[src/bole_pkg.sv]
`timescale 1ns / 1ps

package bole_pkg;

    localparam int CAPACITY    = 64;
    localparam int VALUE_W     = 32;
    localparam int OP_W        = 3;
    localparam int POS_W       = 7;
    localparam int CNT_W       = $clog2(CAPACITY + 1);
    localparam int ADDR_W      = $clog2(CAPACITY);
    localparam int IN_TDATA_W  = 48;
    localparam int OUT_TDATA_W = 56;

    localparam logic [OP_W-1:0] OP_INSERT  = 3'd0;
    localparam logic [OP_W-1:0] OP_REMOVE  = 3'd1;
    localparam logic [OP_W-1:0] OP_SEARCH  = 3'd2;
    localparam logic [OP_W-1:0] OP_SELECT  = 3'd3;
    localparam logic [OP_W-1:0] OP_REPLACE = 3'd4;

    // controller -> datapath
    typedef struct packed {
        logic load;         // capture input transaction
        logic init_ptr;     // set walk pointer for the decoded operation
        logic step;         // one shift step (read one entry, write it back moved)
        logic write_val;    // insert: write new value at position, count up
        logic rem_done;     // remove: count down
        logic rep_write;    // replace: overwrite entry
        logic search_step;  // search: issue read / compare
        logic sel_read;     // select: issue read
        logic sel_cap;      // select: capture read data
        logic emit;         // load output register
    } bole_cmd_t;

    // datapath -> controller
    typedef struct packed {
        logic [OP_W-1:0]  op;
        logic             ins_ok;
        logic             rem_ok;
        logic             nonempty;
        logic             more;
        logic             hit;
        logic             search_end;
        logic             out_free;
        logic [CNT_W-1:0] count;
    } bole_stat_t;

endpackage

[src/bole_ram.sv]
`timescale 1ns / 1ps

module bole_ram #(
    parameter int WIDTH = 32,
    parameter int DEPTH = 64
) (
    input  logic                     aclk,
    input  logic                     wr_en,
    input  logic [$clog2(DEPTH)-1:0] wr_addr,
    input  logic [WIDTH-1:0]         wr_data,
    input  logic [$clog2(DEPTH)-1:0] rd_addr,
    output logic [WIDTH-1:0]         rd_data
);

    logic [WIDTH-1:0] mem [DEPTH];
    logic [WIDTH-1:0] rd_data_reg;

    always_ff @(posedge aclk) begin
        if (wr_en) begin
            mem[wr_addr] <= wr_data;
        end
        rd_data_reg <= mem[rd_addr];
    end

    assign rd_data = rd_data_reg;

endmodule

[src/bole_ctrl.sv]
`timescale 1ns / 1ps

module bole_ctrl
    import bole_pkg::*;
(
    input  logic       aclk,
    input  logic       aresetn,
    input  logic       s_tvalid,
    output logic       s_tready,
    input  bole_stat_t stat,
    output bole_cmd_t  cmd
);

    localparam logic [2:0] ST_IDLE      = 3'd0;
    localparam logic [2:0] ST_DECODE    = 3'd1;
    localparam logic [2:0] ST_SHIFT_UP  = 3'd2;
    localparam logic [2:0] ST_WRITE_VAL = 3'd3;
    localparam logic [2:0] ST_SHIFT_DN  = 3'd4;
    localparam logic [2:0] ST_SEARCH    = 3'd5;
    localparam logic [2:0] ST_SEL_CAP   = 3'd6;
    localparam logic [2:0] ST_FINISH    = 3'd7;

    logic [2:0] state_reg, state_next;

    always_comb begin
        state_next = state_reg;
        cmd        = '0;
        case (state_reg)
            ST_IDLE: begin
                if (s_tvalid) begin
                    cmd.load   = 1'b1;
                    state_next = ST_DECODE;
                end
            end
            ST_DECODE: begin
                cmd.init_ptr = 1'b1;
                state_next   = ST_FINISH;
                case (stat.op)
                    OP_INSERT: begin
                        if (stat.ins_ok) state_next = ST_SHIFT_UP;
                    end
                    OP_REMOVE: begin
                        if (stat.rem_ok) state_next = ST_SHIFT_DN;
                    end
                    OP_SEARCH: begin
                        state_next = ST_SEARCH;
                    end
                    OP_SELECT: begin
                        if (stat.nonempty) begin
                            cmd.sel_read = 1'b1;
                            state_next   = ST_SEL_CAP;
                        end
                    end
                    OP_REPLACE: begin
                        cmd.rep_write = stat.rem_ok;
                    end
                    default: begin
                        state_next = ST_FINISH;
                    end
                endcase
            end
            ST_SHIFT_UP: begin
                if (stat.more) begin
                    cmd.step = 1'b1;
                end else begin
                    state_next = ST_WRITE_VAL;
                end
            end
            ST_WRITE_VAL: begin
                cmd.write_val = 1'b1;
                state_next    = ST_FINISH;
            end
            ST_SHIFT_DN: begin
                if (stat.more) begin
                    cmd.step = 1'b1;
                end else begin
                    cmd.rem_done = 1'b1;
                    state_next   = ST_FINISH;
                end
            end
            ST_SEARCH: begin
                cmd.search_step = 1'b1;
                if (stat.hit || stat.search_end) state_next = ST_FINISH;
            end
            ST_SEL_CAP: begin
                cmd.sel_cap = 1'b1;
                state_next  = ST_FINISH;
            end
            ST_FINISH: begin
                if (stat.out_free) begin
                    cmd.emit   = 1'b1;
                    state_next = ST_IDLE;
                end
            end
            default: begin
                state_next = ST_IDLE;
            end
        endcase
    end

    always_ff @(posedge aclk) begin
        if (!aresetn) begin
            state_reg <= ST_IDLE;
        end else begin
            state_reg <= state_next;
        end
    end

    assign s_tready = (state_reg == ST_IDLE);

endmodule

[src/bole_dp.sv]
`timescale 1ns / 1ps

module bole_dp
    import bole_pkg::*;
(
    input  logic                   aclk,
    input  logic                   aresetn,
    input  logic [IN_TDATA_W-1:0]  s_tdata,
    output logic                   m_tvalid,
    input  logic                   m_tready,
    output logic [OUT_TDATA_W-1:0] m_tdata,
    input  bole_cmd_t              cmd,
    output bole_stat_t             stat
);

    localparam logic [CNT_W-1:0] CAP_CNT = CNT_W'(CAPACITY);

    logic [OP_W-1:0]        op_reg, op_next;
    logic [POS_W-1:0]       pos_reg, pos_next;
    logic [VALUE_W-1:0]     val_reg, val_next;
    logic [CNT_W-1:0]       count_reg, count_next;
    logic [CNT_W-1:0]       ptr_reg, ptr_next;
    logic [ADDR_W-1:0]      wa_reg, wa_next;
    logic                   wv_reg, wv_next;
    logic [ADDR_W-1:0]      ra_reg, ra_next;
    logic                   rv_reg, rv_next;
    logic                   res_ok_reg, res_ok_next;
    logic [POS_W-1:0]       res_fpos_reg, res_fpos_next;
    logic [VALUE_W-1:0]     res_rval_reg, res_rval_next;
    logic                   m_valid_reg, m_valid_next;
    logic [OUT_TDATA_W-1:0] m_data_reg, m_data_next;

    logic               ram_we;
    logic [ADDR_W-1:0]  ram_waddr, ram_raddr;
    logic [VALUE_W-1:0] ram_wdata, ram_rdata;

    logic [CNT_W:0]     ptr_inc;
    logic [CNT_W-1:0]   ptr_dec;
    logic [CNT_W-1:0]   sel_idx;
    logic [CNT_W-1:0]   pos_c;
    logic               hit;
    logic               search_end;
    logic               is_up;

    assign pos_c      = CNT_W'(pos_reg);
    assign ptr_inc    = {1'b0, ptr_reg} + 1'b1;
    assign ptr_dec    = ptr_reg - 1'b1;
    assign sel_idx    = (pos_c < count_reg) ? pos_c : count_reg - 1'b1;
    assign is_up      = (op_reg == OP_INSERT);
    assign hit        = rv_reg && (ram_rdata == val_reg);
    assign search_end = !rv_reg && (ptr_reg >= count_reg);

    always_comb begin
        stat.op         = op_reg;
        stat.ins_ok     = (count_reg < CAP_CNT) && (pos_c <= count_reg) && (pos_reg <= POS_W'(CAPACITY));
        stat.rem_ok     = (pos_c < count_reg) && (pos_reg < POS_W'(CAPACITY));
        stat.nonempty   = (count_reg != '0);
        stat.more       = is_up ? (ptr_reg > pos_c) : (ptr_inc < {1'b0, count_reg});
        stat.hit        = hit;
        stat.search_end = search_end;
        stat.out_free   = !m_valid_reg || m_tready;
        stat.count      = count_reg;
    end

    // memory ports: a pending shift write always wins the write port
    always_comb begin
        ram_we    = wv_reg || cmd.write_val || cmd.rep_write;
        ram_waddr = wv_reg ? wa_reg : pos_reg[ADDR_W-1:0];
        ram_wdata = wv_reg ? ram_rdata : val_reg;
        if (cmd.step) begin
            ram_raddr = is_up ? ptr_dec[ADDR_W-1:0] : ptr_inc[ADDR_W-1:0];
        end else if (cmd.sel_read) begin
            ram_raddr = sel_idx[ADDR_W-1:0];
        end else begin
            ram_raddr = ptr_reg[ADDR_W-1:0];
        end
    end

    always_comb begin
        op_next       = op_reg;
        pos_next      = pos_reg;
        val_next      = val_reg;
        count_next    = count_reg;
        ptr_next      = ptr_reg;
        wa_next       = wa_reg;
        wv_next       = 1'b0;
        ra_next       = ra_reg;
        rv_next       = 1'b0;
        res_ok_next   = res_ok_reg;
        res_fpos_next = res_fpos_reg;
        res_rval_next = res_rval_reg;
        m_valid_next  = m_valid_reg && !m_tready;
        m_data_next   = m_data_reg;

        if (cmd.load) begin
            op_next       = s_tdata[OP_W-1:0];
            pos_next      = s_tdata[OP_W +: POS_W];
            val_next      = s_tdata[OP_W+POS_W +: VALUE_W];
            res_ok_next   = 1'b0;
            res_fpos_next = '0;
            res_rval_next = '0;
        end
        if (cmd.init_ptr) begin
            case (op_reg)
                OP_INSERT: ptr_next = count_reg;
                OP_REMOVE: ptr_next = pos_c;
                default:   ptr_next = '0;
            endcase
        end
        if (cmd.step) begin
            wv_next  = 1'b1;
            wa_next  = ptr_reg[ADDR_W-1:0];
            ptr_next = is_up ? ptr_dec : ptr_inc[CNT_W-1:0];
        end
        if (cmd.write_val) begin
            count_next  = count_reg + 1'b1;
            res_ok_next = 1'b1;
        end
        if (cmd.rem_done) begin
            count_next  = count_reg - 1'b1;
            res_ok_next = 1'b1;
        end
        if (cmd.rep_write) begin
            res_ok_next = 1'b1;
        end
        if (cmd.search_step) begin
            if (hit) begin
                res_ok_next   = 1'b1;
                res_fpos_next = POS_W'(ra_reg);
            end else begin
                if (search_end) res_fpos_next = POS_W'(count_reg);
                if (ptr_reg < count_reg) begin
                    rv_next  = 1'b1;
                    ra_next  = ptr_reg[ADDR_W-1:0];
                    ptr_next = ptr_inc[CNT_W-1:0];
                end
            end
        end
        if (cmd.sel_cap) begin
            res_ok_next   = 1'b1;
            res_rval_next = ram_rdata;
        end
        if (cmd.emit) begin
            m_valid_next = 1'b1;
            m_data_next  = OUT_TDATA_W'({
                (count_reg == CAP_CNT),
                (count_reg == '0),
                count_reg,
                res_rval_reg,
                res_fpos_reg,
                res_ok_reg
            });
        end
    end

    always_ff @(posedge aclk) begin
        if (!aresetn) begin
            count_reg   <= '0;
            wv_reg      <= 1'b0;
            rv_reg      <= 1'b0;
            m_valid_reg <= 1'b0;
        end else begin
            count_reg   <= count_next;
            wv_reg      <= wv_next;
            rv_reg      <= rv_next;
            m_valid_reg <= m_valid_next;
        end
        op_reg       <= op_next;
        pos_reg      <= pos_next;
        val_reg      <= val_next;
        ptr_reg      <= ptr_next;
        wa_reg       <= wa_next;
        ra_reg       <= ra_next;
        res_ok_reg   <= res_ok_next;
        res_fpos_reg <= res_fpos_next;
        res_rval_reg <= res_rval_next;
        m_data_reg   <= m_data_next;
    end

    bole_ram #(
        .WIDTH (VALUE_W),
        .DEPTH (CAPACITY)
    ) u_entries (
        .aclk    (aclk),
        .wr_en   (ram_we),
        .wr_addr (ram_waddr),
        .wr_data (ram_wdata),
        .rd_addr (ram_raddr),
        .rd_data (ram_rdata)
    );

    assign m_tvalid = m_valid_reg;
    assign m_tdata  = m_data_reg;

endmodule

[src/bounded_ordered_list_engine_unit.sv]
`timescale 1ns / 1ps
// Bounded ordered list: up to 64 signed 32-bit values kept in order in one RAM.
// Input channel (s_*): one transaction per command - insert, remove, search,
//   select or replace - with a position and a value.
// Result channel (m_*): exactly one transaction per command, carrying the
//   ok flag, search position, selected value, entry count and empty/full flags.
// Throughput: one command at a time. Insert and remove shift the entries
//   between the position and the end of the list; a search stops at the first
//   match. The entry RAM has one write port and one read port: a shift moves
//   one entry per cycle and a search compares one entry per cycle.
// Reset (aresetn low, synchronous): the list becomes empty; entry contents are
//   left as they are, unwritten entries are never read.
// Stall: a finished result sits in the output register until m_tready; the
//   next command is still taken and worked on meanwhile, and only waits at the
//   end for the output register to free up.
module bounded_ordered_list_engine_unit
    import bole_pkg::*;
(
    input  logic                   aclk,
    input  logic                   aresetn,
    input  logic                   s_tvalid,
    output logic                   s_tready,
    // [2:0] opcode, [9:3] position, [41:10] item_value, [47:42] zero
    input  logic [IN_TDATA_W-1:0]  s_tdata,
    output logic                   m_tvalid,
    input  logic                   m_tready,
    // [0] ok, [7:1] found_position, [39:8] read_value, [46:40] entry_count,
    // [47] is_empty, [48] is_full, [55:49] zero
    output logic [OUT_TDATA_W-1:0] m_tdata
);

    bole_cmd_t  cmd;
    bole_stat_t stat;

    // sequencer: walks each command through decode, memory walk and result
    bole_ctrl u_ctrl (
        .aclk     (aclk),
        .aresetn  (aresetn),
        .s_tvalid (s_tvalid),
        .s_tready (s_tready),
        .stat     (stat),
        .cmd      (cmd)
    );

    // datapath: command registers, count, walk pointer, entry RAM, output register
    bole_dp u_dp (
        .aclk     (aclk),
        .aresetn  (aresetn),
        .s_tdata  (s_tdata),
        .m_tvalid (m_tvalid),
        .m_tready (m_tready),
        .m_tdata  (m_tdata),
        .cmd      (cmd),
        .stat     (stat)
    );

`ifndef SYNTH
    // the count can never pass the capacity
    a_count_bound: assert property (@(posedge aclk) disable iff (!aresetn)
        stat.count <= CNT_W'(CAPACITY))
        else $error("entry count above capacity");

    // a result is only loaded when the output register is free
    a_emit_free: assert property (@(posedge aclk) disable iff (!aresetn)
        cmd.emit |-> stat.out_free)
        else $error("output register overwritten");

    // one command at a time: no second transaction straight after an accept
    a_one_at_a_time: assert property (@(posedge aclk) disable iff (!aresetn)
        (s_tvalid && s_tready) |=> !s_tready)
        else $error("input accepted while busy");

    // empty flag agrees with the reported count
    a_empty_flag: assert property (@(posedge aclk) disable iff (!aresetn)
        m_tvalid |-> (m_tdata[47] == (m_tdata[46:40] == 7'd0)))
        else $error("empty flag inconsistent with count");
`endif

endmodule

[config.mk]
export PLATFORM = sky130hd
export DESIGN_NAME = bounded_ordered_list_engine_unit
export DESIGN_NICKNAME = d
export VERILOG_FILES = /design/src/bole_pkg.sv /design/src/bole_ram.sv /design/src/bole_ctrl.sv /design/src/bole_dp.sv /design/src/bounded_ordered_list_engine_unit.sv
export SDC_FILE = /design/constraint.sdc
export NUM_CORES = 2
export LEC_CHECK = 0
export BUFFER_PORTS_ARGS = -buffer_cell sky130_fd_sc_hd__buf_4
export CORE_UTILIZATION = 40
export CTS_CLUSTER_DIAMETER = 200
export DETAILED_ROUTE_END_ITERATION = 12
export PLACE_DENSITY = 0.58
export REMOVE_ABC_BUFFERS = 1
export SLEW_MARGIN = 30
export SYNTH_ARGS = -nofsm -noshare
export SYNTH_HDL_FRONTEND = slang
export SYNTH_SLANG_ARGS = --single-unit
[constraint.sdc]
create_clock -name aclk -period 7.55 [get_ports aclk]
set_input_delay 1.8875 -clock aclk [delete_from_list [all_inputs] [get_ports aclk]]
set_output_delay 1.8875 -clock aclk [all_outputs]
set_load 0.05 [all_outputs]
==> results.sh <==
export IMPL_synth_common_cells="edfxtp_1, nand2_1, nand3_1, mux2i_1, a21oi_1"
export IMPL_clk_path_buf_depth=3
export IMPL_yosys_warnings=0
export IMPL_holdBufCountCts=0
export IMPL_dpl_hpwl_um=155300
export IMPL_die_area_um2=223000
export IMPL_drt_total_wl_um=267600
export IMPL_fmax_ghz=0.1597
export IMPL_drv_slew=0
export IMPL_grt_usage_pct=23.65
export IMPL_via_count=52101
export IMPL_crit_path_top_delay_cell="a31oi_4"
export IMPL_critPathKind="register to register"
export IMPL_timing_rr_end="u_dp.u_entries.rd_data[14]$_DFF_P_"
export IMPL_min_delay_worst_endpoint="u_dp.m_tdata[17]$_DFFE_PP_"
export IMPL_p_leak_nw=33.69
export IMPL_status="completed"
export IMPL_cts_tree="built"
export IMPL_htree_num_levels=4
export IMPL_final_critical_path_setup_slack_ns=1.289
export IMPL_ctsResizeCount=0
export IMPL_yosysUniqueCellTypes=82
export IMPL_layout_nets=5873
export IMPL_clkSlewWorstSetupHoldPaths_ns=0.06
export IMPL_largest_register_ffs=2048
export IMPL_num_rows=172
export IMPL_hold_viol_final=0
export IMPL_fp_coreArea_um2=219700
export IMPL_switching_share_pct=40.86
export IMPL_switchingPower_w=0.01951
export IMPL_ys_seq_area_share_pct=75.49
export IMPL_initial_core_util_pct=40.25
export IMPL_first_global_vias=49562
export IMPL_syn_inst=5537
export IMPL_cts_root_buf="clkbuf_16"
export IMPL_drc=0
export IMPL_die_w_um=472.2
export IMPL_synth_flop_cell="edfxtp_1"
export IMPL_post_synth_top_count_cell="edfxtp_1"
export IMPL_top_layer_used="met5"
export IMPL_comb_power_share_pct=43.2
export IMPL_synthesis_area_um2=88430
export IMPL_hold_path_class="register to register"
export IMPL_maxCapViolCount=0
export IMPL_hold_start="u_dp.res_rval_reg[9]$_SDFFCE_PN0P_"
export IMPL_rsz0062_at_grt="false"
export IMPL_hold_depth=0
export IMPL_met3_length_um=25230
export IMPL_fp_dieH_um=472.2
export IMPL_synthArstFlopShare_pct=0
export IMPL_postCtsSetupRepairBufs=0
export IMPL_skew_ns=0.06976
export IMPL_slew_headroom_pct=31.05
export IMPL_routedWlPerCell_um=29.85
export IMPL_end_kind="register"
export IMPL_p_clk_share_pct=23.5
export IMPL_rrSetupSlack_ns=1.29
export IMPL_globalplace_congestion=0.8856
export IMPL_drive_gt1_share_pct=16.96
export IMPL_syn_to_final_growth_pct=14.88
export IMPL_grt_overflow_total=0
export IMPL_ant_nets=0
export IMPL_ys_ff_latch=2243
export IMPL_antenna_found_initial=15
export IMPL_dr_pass1_iters=8
export IMPL_yosysTopAreaCell="edfxtp_1"
export IMPL_r2r_start="u_dp.ptr_reg[0]$_DFF_P_"
export IMPL_holdWs_ns=0.4177
export IMPL_via_per_inst=5.812
export IMPL_grt_max_degree=75
export IMPL_finalSetupViolCount=0
export IMPL_path_max_fanout=64
export IMPL_met1_length_um=108300
export IMPL_io_pins=110
export IMPL_post_route_period_util_pct=82.92
export IMPL_worst_setup_path_start_kind="register"
export IMPL_cp_required_ns=8.28
export IMPL_grt_pass1_wl_um=374300
export IMPL_drtIter0Drc=6837
export IMPL_portBuffers=96
export IMPL_finalCriticalPeriod_ns=6.261
export IMPL_largest_register="u_dp.u_entries.mem"
export IMPL_crit_arrival_ns=6.99
export IMPL_p_seq_share_pct=33.4
export IMPL_clk_latency_ns=0.90
export IMPL_power_per_cell_area_nw_per_um2=470.1
export IMPL_rr_worst_depth=16
export IMPL_crit_chain="inv_1, ha_1, ha_1, nand2b_1, a21oi_1, o221ai_1, a31oi_4, nand3_2, nand2_8, buf_12, buf_12, mux4_2, a22oi_1, o22ai_1, a21oi_1, nand4b_1"
export IMPL_met2_length_um=123500
export IMPL_yosys_area_top_type_share_pct=74.13
export IMPL_synth_area_per_cell_um2=15.97
export IMPL_critical_path_max_stage_delay_ns=0.69
export IMPL_pre_cts_slack_ns=1.297
export IMPL_cts_buffers=228
export IMPL_yosys_top_cells_area="edfxtp_1, mux4_2, nand2_1"
export IMPL_cts_num_sinks=2243
export IMPL_vdd_drop_max_mv=0.3842
export IMPL_synth_edf_count=2183
export IMPL_worstMarginPinSlew_ns=1.029
export IMPL_p_int_w=0.02824
[layout by cell type (no fill, tap or decap), types with 68 or more instances in the layout]
cell and count:
edfxtp_1 2183, nand2_1 927, nor2_1 68, clkbuf_16 230
a21oi_1 244, o21ai_0 74, nand3_1 342, mux4_2 165
mux2i_1 269, buf_4 328, o221ai_1 83
[worst max-delay path, delay by kind of cell, from the launching register on]
family / cells / cell delay [ns]
AO/OA/AOI/OAI: 6 / 2.03
AND/OR/NAND/NOR: 4 / 1.16
buffers and inverters: 3 / 0.93
adder cells (fa/ha/maj): 2 / 0.72
flip-flops: 1 / 0.63
multiplexers: 1 / 0.56
[power by group through the flow]
stage	clock, W	sequential, W	combinational, W
final	0.0112	0.0159	0.0206
after global routing	0.0118	0.0159	0.0217
after CTS	0.0113	0.0159	0.0204
after detailed placement	0	0.0162	0.0204
after global placement	0	0.0162	0.0201
after floorplan	0	0.0159	0.0107
[cells by family (layout without fill, tap and decap cells)]
kind of cell,Yosys count,after routing,share of synthesized area (%)
AO/OA/AOI/OAI,710,710,5.324
AND/OR/NAND/NOR,1655,1655,8.254
adder cells (fa/ha/maj),33,33,0.4669
buffers and inverters,367,810,2.176
flip-flops,2243,2243,75.49
multiplexers,474,474,7.752
XOR/XNOR,54,54,0.5348
other,1,27,0.004241
[worst max path at each step]
stage	startpoint	end	slack (ns)	depth (start not counted)
global route	u_dp.ptr_reg[0]$_DFF_P_	u_dp.u_entries.rd_data[14]$_DFF_P_	1.04	16
detailed placement	u_dp.ptr_reg[0]$_DFF_P_	u_dp.u_entries.rd_data[14]$_DFF_P_	1.30	16
finish	u_dp.ptr_reg[0]$_DFF_P_	u_dp.u_entries.rd_data[14]$_DFF_P_	1.29	16
floorplan	u_dp.ptr_reg[0]$_DFF_P_	u_dp.u_entries.rd_data[20]$_DFF_P_	-13.71	13
CTS	u_dp.ptr_reg[0]$_DFF_P_	u_dp.u_entries.rd_data[14]$_DFF_P_	1.29	16
global placement	u_dp.ptr_reg[0]$_DFF_P_	u_dp.u_entries.rd_data[31]$_DFF_P_	1.31	16
[through the flow]
| step | area, um2 | utilization [%] | setup TNS [ns] | power, W | std cells |
|---|---|---|---|---|---|
| 2_1_floorplan | 86630 | - | -435.55 | 0.02668 | 5202 |
| 3_3_place_gp | 93970 | 42.77 | 0 | 0.03626 | 8514 |
| 3_5_place_dp | 94080 | 42.81 | 0 | 0.03653 | 8516 |
| 4_1_cts | 101500 | 46.20 | 0 | 0.04767 | 8944 |
| 5_1_grt | 101600 | 46.23 | 0 | 0.04947 | 8960 |
| 6_report | 101600 | 46.23 | 0 | 0.04775 | 8964 |
[final cells by class]
cell class / instances / area (um2)
Sequential cell: 2243 / 66760
Clock inverter: 136 / 1340
Tap cell: 2958 / 3701
Multi-Input combinational cell: 2933 / 20500
Inverter: 26 / 97.59
Antenna cell: 20 / 50.05
Timing Repair Buffer: 356 / 3038
Clock buffer: 292 / 6108
Fill cell: 18812 / 118100
[routing by layer]
layer,track usage (%),vias to the layer above
met1,32.36,26970
met2,36.83,2642
met3,4.897,448
met4,9.565,2
met5,0,-
li1,-,22039
(Power assumes the default switching activity.)
